<file path="config.mk">
export PLATFORM = sky130hd
export DESIGN_NAME = keypad_matrix_scan_debounce
export DESIGN_NICKNAME = d
export VERILOG_FILES = /design/src/hw/rtl/kp_scan_pkg.sv /design/src/hw/rtl/kp_scan_debounce.sv /design/src/hw/rtl/kp_scan_column.sv /design/src/hw/rtl/keypad_matrix_scan_debounce.sv
export SDC_FILE = /design/constraint.sdc
export NUM_CORES = 1
export LEC_CHECK = 0
export ABC_AREA = 1
export BUFFER_PORTS_ARGS = -buffer_cell sky130_fd_sc_hd__buf_2
export CORE_ASPECT_RATIO = 1.4
export CORE_MARGIN = 2
export CORE_UTILIZATION = 23
export CTS_CLUSTER_DIAMETER = 150
export DETAILED_ROUTE_END_ITERATION = 12
export SYNTH_ARGS = -nofsm -noshare
export SYNTH_HDL_FRONTEND = slang
export SYNTH_SLANG_ARGS = --single-unit
</file>
<file path="constraint.sdc">
create_clock -name clk_i -period 8.03 [get_ports clk_i]
set_input_delay 1.2045 -clock clk_i [delete_from_list [all_inputs] [get_ports clk_i]]
set_output_delay 1.2045 -clock clk_i [all_outputs]
set_load 0.02 [all_outputs]
</file>
<file path="src/hw/rtl/kp_scan_pkg.sv">
// kp_scan_pkg: shared types, register indexes and action decode for the keypad scanner
// no dependencies; used by every module of the keypad scanner
package kp_scan_pkg;

  // configuration register indexes
  localparam logic [7:0] CFG_COLUMN_PERIOD = 8'd0;
  localparam logic [7:0] CFG_DEBOUNCE      = 8'd1;

  // register widths and reset values
  localparam int unsigned CFG_W              = 10;
  localparam logic [9:0]  COLUMN_PERIOD_RST  = 10'd25;
  localparam logic [9:0]  DEBOUNCE_RST       = 10'd100;

  // index widths wide enough for the largest supported matrix (8x8)
  localparam int unsigned IDX_W = 3;

  // stream payload widths
  localparam int unsigned ROW_RISE_W = 4;
  localparam int unsigned IN_DATA_W  = 8;
  localparam int unsigned OUT_DATA_W = 16;

  typedef enum logic [1:0] {
    ACT_NONE  = 2'd0,
    ACT_LEFT  = 2'd1,
    ACT_FIRE  = 2'd2,
    ACT_RIGHT = 2'd3
  } action_e;

  // accepted key as found by the row debounce plus the column driven at tick start
  typedef struct packed {
    logic             found;
    logic [IDX_W-1:0] row;
    logic [IDX_W-1:0] col;
  } key_t;

  // game action of a key: A is left, 0 is fire, D is right
  function automatic action_e decode_action(logic [IDX_W-1:0] row, logic [IDX_W-1:0] col);
    action_e act;
    act = ACT_NONE;
    if (row == 3'd3 && col == 3'd0) act = ACT_LEFT;
    else if (row == 3'd3 && col == 3'd1) act = ACT_FIRE;
    else if (row == 3'd1 && col == 3'd3) act = ACT_RIGHT;
    return act;
  endfunction

endpackage

</file>
<file path="src/hw/rtl/kp_scan_debounce.sv">
// kp_scan_debounce: per-row retriggerable hold-off counters and accepted row select
// depends on kp_scan_pkg
module kp_scan_debounce #(
  parameter int unsigned ROW_COUNT  = 4,
  parameter int unsigned TIMER_BITS = 10
) (
  input  logic                                  clk_i,
  input  logic                                  rst_ni,
  input  logic                                  tick_i,
  input  logic [kp_scan_pkg::ROW_RISE_W-1:0]    row_rise_i,
  input  logic [TIMER_BITS-1:0]                 debounce_i,
  output logic                                  found_o,
  output logic [kp_scan_pkg::IDX_W-1:0]         row_o
);

  logic [ROW_COUNT-1:0]  rise;
  logic [TIMER_BITS-1:0] holdoff_q [ROW_COUNT];
  logic [TIMER_BITS-1:0] holdoff_d [ROW_COUNT];
  logic [TIMER_BITS-1:0] holdoff_dec;

  // rows beyond the physical row lines never see an edge
  for (genvar r = 0; r < ROW_COUNT; r++) begin : g_rise
    if (r < kp_scan_pkg::ROW_RISE_W) begin : g_line
      assign rise[r] = row_rise_i[r % kp_scan_pkg::ROW_RISE_W];
    end else begin : g_none
      assign rise[r] = 1'b0;
    end
  end

  // count down, accept an edge on an expired row, reload on every edge
  always_comb begin
    found_o     = 1'b0;
    row_o       = '0;
    holdoff_dec = '0;
    for (int r = 0; r < ROW_COUNT; r++) begin
      holdoff_dec = (holdoff_q[r] != '0) ? holdoff_q[r] - 1'b1 : '0;
      holdoff_d[r] = holdoff_dec;
      if (rise[r]) begin
        if (holdoff_dec == '0) begin
          found_o = 1'b1;
          row_o   = kp_scan_pkg::IDX_W'(r);
        end
        holdoff_d[r] = debounce_i;
      end
    end
  end

  always_ff @(posedge clk_i or negedge rst_ni) begin
    if (!rst_ni) begin
      for (int r = 0; r < ROW_COUNT; r++) holdoff_q[r] <= '0;
    end else if (tick_i) begin
      for (int r = 0; r < ROW_COUNT; r++) holdoff_q[r] <= holdoff_d[r];
    end
  end

endmodule

</file>
<file path="src/hw/rtl/kp_scan_column.sv">
// kp_scan_column: column rotation counter and current column register
// depends on kp_scan_pkg
module kp_scan_column #(
  parameter int unsigned COLUMN_COUNT = 4,
  parameter int unsigned TIMER_BITS   = 10
) (
  input  logic                            clk_i,
  input  logic                            rst_ni,
  input  logic                            tick_i,
  input  logic [TIMER_BITS-1:0]           period_i,
  output logic [kp_scan_pkg::IDX_W-1:0]   col_cur_o,
  output logic [kp_scan_pkg::IDX_W-1:0]   col_next_o
);

  localparam int unsigned CW = (COLUMN_COUNT > 1) ? $clog2(COLUMN_COUNT) : 1;
  localparam logic [CW-1:0] LAST_COL = CW'(COLUMN_COUNT - 1);

  logic [CW-1:0]         col_q, col_d;
  logic [TIMER_BITS-1:0] cnt_q, cnt_d;
  logic [TIMER_BITS-1:0] cnt_inc;
  logic [TIMER_BITS-1:0] period;

  // a zero period rotates every tick
  always_comb begin
    period  = (period_i == '0) ? TIMER_BITS'(1) : period_i;
    cnt_inc = cnt_q + 1'b1;
    cnt_d   = cnt_inc;
    col_d   = col_q;
    if (cnt_inc >= period || cnt_inc == '0) begin
      cnt_d = '0;
      col_d = (col_q == LAST_COL) ? '0 : col_q + 1'b1;
    end
  end

  always_ff @(posedge clk_i or negedge rst_ni) begin
    if (!rst_ni) begin
      col_q <= '0;
      cnt_q <= '0;
    end else if (tick_i) begin
      col_q <= col_d;
      cnt_q <= cnt_d;
    end
  end

  assign col_cur_o  = kp_scan_pkg::IDX_W'(col_q);
  assign col_next_o = kp_scan_pkg::IDX_W'(col_d);

endmodule

</file>
<file path="src/hw/rtl/keypad_matrix_scan_debounce.sv">
// keypad_matrix_scan_debounce: 4x4 keypad scanner, one result per millisecond tick.
// throughput: one tick per cycle unless the result stream stalls; all per-tick work is one
//   pass of counter and compare logic between the state registers and the output register,
//   which also holds a stalled result; a result appears the cycle after its tick is taken.
// reset (rst_ni low, asynchronous): column 0 driven, counters and hold-offs zero,
//   registers back to period 25 and debounce 100; no clearing pass.
// depends on kp_scan_pkg, kp_scan_debounce, kp_scan_column
module keypad_matrix_scan_debounce #(
  parameter int unsigned ROW_COUNT    = 4,
  parameter int unsigned COLUMN_COUNT = 4,
  parameter int unsigned TIMER_BITS   = 10
) (
  input  logic                                  clk_i,
  input  logic                                  rst_ni,
  // configuration write channel
  input  logic                                  cfg_valid_i,
  output logic                                  cfg_ready_o,
  input  logic [7:0]                            cfg_index_i,
  input  logic [kp_scan_pkg::CFG_W-1:0]         cfg_data_i,
  // tick input stream
  input  logic                                  s_axis_tvalid,
  output logic                                  s_axis_tready,
  input  logic [kp_scan_pkg::IN_DATA_W-1:0]     s_axis_tdata,  // [3:0] row_rise
  // result stream
  output logic                                  m_axis_tvalid,
  input  logic                                  m_axis_tready,
  // [3:0] column_drive, [4] key_valid, [6:5] key_row, [8:7] key_col, [10:9] action
  output logic [kp_scan_pkg::OUT_DATA_W-1:0]    m_axis_tdata
);

  logic [kp_scan_pkg::CFG_W-1:0]  period_cfg_q, debounce_cfg_q;
  logic [TIMER_BITS-1:0]          period_t, debounce_t;
  logic                           tick;
  logic [kp_scan_pkg::IDX_W-1:0]  col_cur, col_next;
  logic                           row_found;
  logic [kp_scan_pkg::IDX_W-1:0]  row_idx;
  kp_scan_pkg::key_t              key;
  kp_scan_pkg::action_e           act;
  logic [3:0]                     drive;
  logic [kp_scan_pkg::OUT_DATA_W-1:0] out_d;
  logic                           out_valid_q;
  logic [kp_scan_pkg::OUT_DATA_W-1:0] out_data_q;

  // configuration registers, always writable
  assign cfg_ready_o = 1'b1;

  always_ff @(posedge clk_i or negedge rst_ni) begin
    if (!rst_ni) begin
      period_cfg_q   <= kp_scan_pkg::COLUMN_PERIOD_RST;
      debounce_cfg_q <= kp_scan_pkg::DEBOUNCE_RST;
    end else if (cfg_valid_i) begin
      if (cfg_index_i == kp_scan_pkg::CFG_COLUMN_PERIOD) period_cfg_q <= cfg_data_i;
      else if (cfg_index_i == kp_scan_pkg::CFG_DEBOUNCE) debounce_cfg_q <= cfg_data_i;
    end
  end

  // register values fitted to the timer width
  if (TIMER_BITS >= kp_scan_pkg::CFG_W) begin : g_ext
    assign period_t   = TIMER_BITS'(period_cfg_q);
    assign debounce_t = TIMER_BITS'(debounce_cfg_q);
  end else begin : g_trunc
    assign period_t   = period_cfg_q[TIMER_BITS-1:0];
    assign debounce_t = debounce_cfg_q[TIMER_BITS-1:0];
  end

  // input transaction advances the state
  assign s_axis_tready = !out_valid_q || m_axis_tready;
  assign tick          = s_axis_tvalid && s_axis_tready;

  kp_scan_debounce #(
    .ROW_COUNT (ROW_COUNT),
    .TIMER_BITS(TIMER_BITS)
  ) u_debounce (
    .clk_i     (clk_i),
    .rst_ni    (rst_ni),
    .tick_i    (tick),
    .row_rise_i(s_axis_tdata[kp_scan_pkg::ROW_RISE_W-1:0]),
    .debounce_i(debounce_t),
    .found_o   (row_found),
    .row_o     (row_idx)
  );

  kp_scan_column #(
    .COLUMN_COUNT(COLUMN_COUNT),
    .TIMER_BITS  (TIMER_BITS)
  ) u_column (
    .clk_i     (clk_i),
    .rst_ni    (rst_ni),
    .tick_i    (tick),
    .period_i  (period_t),
    .col_cur_o (col_cur),
    .col_next_o(col_next)
  );

  // result assembly
  always_comb begin
    key.found = row_found;
    key.row   = row_idx;
    key.col   = col_cur;
    act       = kp_scan_pkg::decode_action(key.row, key.col);
    drive     = (col_next < 3'd4) ? 4'(4'b0001 << col_next[1:0]) : 4'b0000;
    out_d     = '0;
    out_d[3:0] = drive;
    if (key.found) begin
      out_d[4]    = 1'b1;
      out_d[6:5]  = key.row[1:0];
      out_d[8:7]  = key.col[1:0];
      out_d[10:9] = act;
    end
  end

  // output register
  always_ff @(posedge clk_i or negedge rst_ni) begin
    if (!rst_ni) begin
      out_valid_q <= 1'b0;
    end else if (s_axis_tready) begin
      out_valid_q <= s_axis_tvalid;
    end
  end

  always_ff @(posedge clk_i) begin
    if (tick) out_data_q <= out_d;
  end

  assign m_axis_tvalid = out_valid_q;
  assign m_axis_tdata  = out_data_q;

`ifndef SYNTHESIS
  // a tick transaction always leaves a result behind
  assert property (@(posedge clk_i) disable iff (!rst_ni) tick |=> m_axis_tvalid)
    else $error("tick transaction produced no result");

  // at most one column is driven
  assert property (@(posedge clk_i) disable iff (!rst_ni)
    m_axis_tvalid |-> $onehot0(m_axis_tdata[3:0]))
    else $error("more than one column driven");

  // no key means empty key fields
  assert property (@(posedge clk_i) disable iff (!rst_ni)
    (m_axis_tvalid && !m_axis_tdata[4]) |-> (m_axis_tdata[10:5] == 6'd0))
    else $error("key fields set without a key");

  // a stalled result blocks the next tick
  assert property (@(posedge clk_i) disable iff (!rst_ni)
    (m_axis_tvalid && !m_axis_tready) |-> !s_axis_tready)
    else $error("tick taken over a stalled result");
`endif

endmodule

</file>
==> flow_metrics.tcl <==
set metrics [dict create \
    ir_drop_v 0.000118 \
    synthesis.area_per_instance_sq_um 7.23 \
    cts-buffers-inserted 9 \
    drive_above_1_share_pct 11.8 \
    synthesis.instances 739 \
    run_status "finished, final reports clean" \
    finalWeightedCongestion 0.844 \
    min_period_over_period_pct 38.8 \
    grt_usage_pct 11.3 \
    first_pass_iters 5 \
    pwr-share-comb_pct 33.0 \
    pin_count_of_the_biggest_net_entering_global_routing 74 \
    startpoint_types "register" \
    vias_per_inst 4.47 \
    ys_async_sr_fraction_pct 86.9 \
    chipWidth_microns 133 \
    clkLatencyLatePin_ns 0.34 \
    slew_viol_final 0 \
    power_density_mw_per_mm2 245 \
    power_switching_share_pct 37.8 \
    synth-edff-count 11 \
    rsz_0062_raised_after_global_routing "false" \
    post-route-drc-count 0 \
    fp.dieArea_sq_mm 0.0245 \
    tritoncts "done" \
    clkTransAtPathRegs_ns 0.07 \
    dominantRegCellSynth "sky130_fd_sc_hd__dfrtp_1" \
    clock_tree.htree_level_count 3 \
    timing.critical_path.fanout_max 14 \
    sequential_cell_area_sq_mm 0.00216 \
    nets_finish 816 \
    p_sw_uw 567 \
    clock_sinks 84 \
    placement.io_buffers 39 \
    setup_total_negative_slack_ns 0 \
    hold_viol_final 0 \
    detailed_routing_wirelength_on_met1_mm 5.85 \
    cellLeakagePower_uw 0.00287 \
    setup_viol 0 \
    routed_wire_length_per_instance_microns 12.4 \
    cts_max_path_buffers 2 \
    met2WireLength_mm 6.86 \
    maxClockFrequency_mhz 321 \
    crit_type "reg -> reg" \
    dp_hpwl_mm 9.60 \
    dr_total_vias 4813 \
    first_global_vias 4667 \
    row_count 66 \
    clock-root-buffer "sky130_fd_sc_hd__clkbuf_16" \
    area_of_combinational_cells_with_multiple_inputs_sq_mm 0.00271 \
    yosysSeqAreaShare_pct 40.5 \
    skew_ns 0.0100 \
    synth.cell_area_sq_mm 0.00534 \
    final_util_pct 26.6 \
    tightestPinTransition_ns 1.06 \
    finalWirelength_mm 13.3 \
    critical_path_required_ns 8.23 \
    relSlewSlack_pct 29.3 \
    crit_path_end_kind "register" \
    power.share.sequential_pct 38.3 \
    global_route_wire_length_before_repair_mm 22.4 \
    n_antenna_cell 0 \
    post_cts_resize_count 0 \
    wl_met3_microns 341 \
    timing.max_cap.violations 0 \
    final_ant_viol_nets 0 \
    postSynthRegisterBits 84 \
    critPathArrivalTime_ns 3.31 \
    netlist-cell-type-count 38 \
    hold_path.class "reg -> reg" \
    flow.area_growth_from_synthesis_pct 14.5 \
    num_io_pins 50 \
    drtIter0Drc 248 \
    antenna_found_initial 0 \
    power_report.internal_total_uw 931 \
    yosys_warnings 0 \
    period_needed_ns 3.11 \
    filler_instances 2523 \
    grt-ovfl-total 0 \
    postCtsSetupRepairBufs 0 \
    placeableCoreArea_sq_mm 0.0230 \
    initial_utilization_pct 23.2 \
    die_y_microns 184 \
    p_clk_share_pct 28.7 \
    highest-signal-layer "met4" \
    cts_hold_buf 0 \
]
registers in the layout, indices dropped and copies added, names as in the netlist:
signal,count
debounce_cfg_q,10
m_axis_tdata,11
m_axis_tvalid,1
period_cfg_q,10
u_column.cnt_q,10
u_column.col_q,2
u_debounce.holdoff_q,40
cell families (layout without fill, tap and decap cells):
group	after synthesis	after routing	share of synthesized area, %
AOI/OAI and AO/OA	156	156	16.2
xor gates and xnor gates	7	7	1.29
adders and majority gates	19	19	4.45
buffers and inverters	122	150	9.18
DFF	84	84	40.5
other	2	6	0.141
and+or+nand+nor	349	349	28.2
layout by cell type (no fill, tap or decap), types with 7 or more instances in the layout:
master and instances:
sky130_fd_sc_hd__ha_1 19, sky130_fd_sc_hd__nand2_1 154, sky130_fd_sc_hd__nand4_1 9, sky130_fd_sc_hd__o22ai_1 11
sky130_fd_sc_hd__o21ai_1 7, sky130_fd_sc_hd__edfxtp_1 11, sky130_fd_sc_hd__a22oi_1 10, sky130_fd_sc_hd__nor2_1 94
sky130_fd_sc_hd__clkbuf_16 9, sky130_fd_sc_hd__inv_1 83, sky130_fd_sc_hd__dfrtp_1 67, sky130_fd_sc_hd__o21ai_0 67
sky130_fd_sc_hd__inv_2 8, sky130_fd_sc_hd__nand3_1 67, sky130_fd_sc_hd__o21a_1 7, sky130_fd_sc_hd__buf_2 38
sky130_fd_sc_hd__a21oi_1 44, sky130_fd_sc_hd__nor2_2 10
synth_stat cells (7+ instances only):
cell / number / area share [%]
sky130_fd_sc_hd__o21ai_0: 67 / 6.3
sky130_fd_sc_hd__nand4_1: 9 / 1.1
sky130_fd_sc_hd__nand2_1: 155 / 11
sky130_fd_sc_hd__nor2_1: 94 / 6.6
sky130_fd_sc_hd__o21ai_1: 7 / 0.66
sky130_fd_sc_hd__dfrtp_1: 67 / 31
sky130_fd_sc_hd__o21a_1: 7 / 0.98
sky130_fd_sc_hd__clkbuf_1: 19 / 1.3
sky130_fd_sc_hd__nand3_1: 67 / 6.3
sky130_fd_sc_hd__nor2_2: 10 / 1.2
sky130_fd_sc_hd__edfxtp_1: 11 / 6.2
sky130_fd_sc_hd__a22oi_1: 10 / 1.4
sky130_fd_sc_hd__inv_1: 84 / 5.9
sky130_fd_sc_hd__o22ai_1: 11 / 1.3
sky130_fd_sc_hd__inv_2: 7 / 0.49
sky130_fd_sc_hd__a21oi_1: 44 / 4.1
sky130_fd_sc_hd__ha_1: 19 / 4.4
power groups by stage:
stage | logic, uW | clock network (uW) | registers [uW]
2_1_floorplan | 381 | 0 | 580
3_3_place_gp | 493 | 0 | 580
3_5_place_dp | 499 | 0 | 580
4_1_cts | 500 | 443 | 573
5_1_grt | 576 | 460 | 584
6_report | 495 | 430 | 573
critical path: stages (launching register included):
cell,delay (ns)
sky130_fd_sc_hd__dfrtp_1,0.53
sky130_fd_sc_hd__ha_1,0.22
sky130_fd_sc_hd__nand2_1,0.08
sky130_fd_sc_hd__inv_2,0.09
sky130_fd_sc_hd__nand3_2,0.11
sky130_fd_sc_hd__nor2_2,0.15
sky130_fd_sc_hd__xor2_2,0.25
sky130_fd_sc_hd__ha_1,0.27
sky130_fd_sc_hd__nand2_1,0.08
sky130_fd_sc_hd__nor2_1,0.05
sky130_fd_sc_hd__nand3_1,0.08
sky130_fd_sc_hd__o2111ai_1,0.11
sky130_fd_sc_hd__nor2_1,0.41
sky130_fd_sc_hd__nand2_4,0.22
sky130_fd_sc_hd__nand2_1,0.13
sky130_fd_sc_hd__nand2_1,0.08
sky130_fd_sc_hd__nor2_1,0.12
layer usage:
layer / vias to the layer above / global-route usage (%)
li1: 2491 / -
met5: - / 0
met1: 2219 / 13.0
met3: 20 / 1.54
met2: 83 / 21.2
met4: 0 / 4.52
worst paths after layout:
path	startpoint	endpoint	slack (ns)	cells past startpoint
setup / recovery	u_column.cnt_q[0]	m_axis_tdata[3]	4.92	16
hold / removal	period_cfg_q[8]	period_cfg_q[8]	0.50	2
setup reg to reg	u_column.cnt_q[0]	m_axis_tdata[3]	4.92	16
hold reg to reg	period_cfg_q[8]	period_cfg_q[8]	0.50	2
max in group asynchronous	rst_ni	u_debounce.holdoff_q[10]	6.37	1
min in group asynchronous	rst_ni	m_axis_tvalid	1.01	1
metrics by stage:
| stage | hold WS (ns) | setup slack (ns) | power (uW) | instance area [sq um] | cells |
|---|---|---|---|---|---|
| 6_report | 0.495 | 4.92 | 1500 | 6120 | 1077 |
| 5_1_grt | 0.529 | 4.58 | 1620 | 6120 | 1077 |
| 4_1_cts | 0.498 | 4.85 | 1520 | 6120 | 1077 |
| 3_5_place_dp | 0.481 | 4.81 | 1080 | 5810 | 1061 |
| 3_3_place_gp | 0.472 | 4.85 | 1070 | 5810 | 1061 |
| 2_1_floorplan | 0.453 | 5.43 | 962 | 5360 | 743 |
layout make-up:
cell class	instances	share of cell area, %
multi-input cells	537	44.2
flip-flops and latches	84	35.4
well taps	306	6.26
inverters	94	5.77
clock buffers	10	3.91
repair buffers	40	3.35
clock inverters	6	1.12
Power figures use the tool's default switching activity.
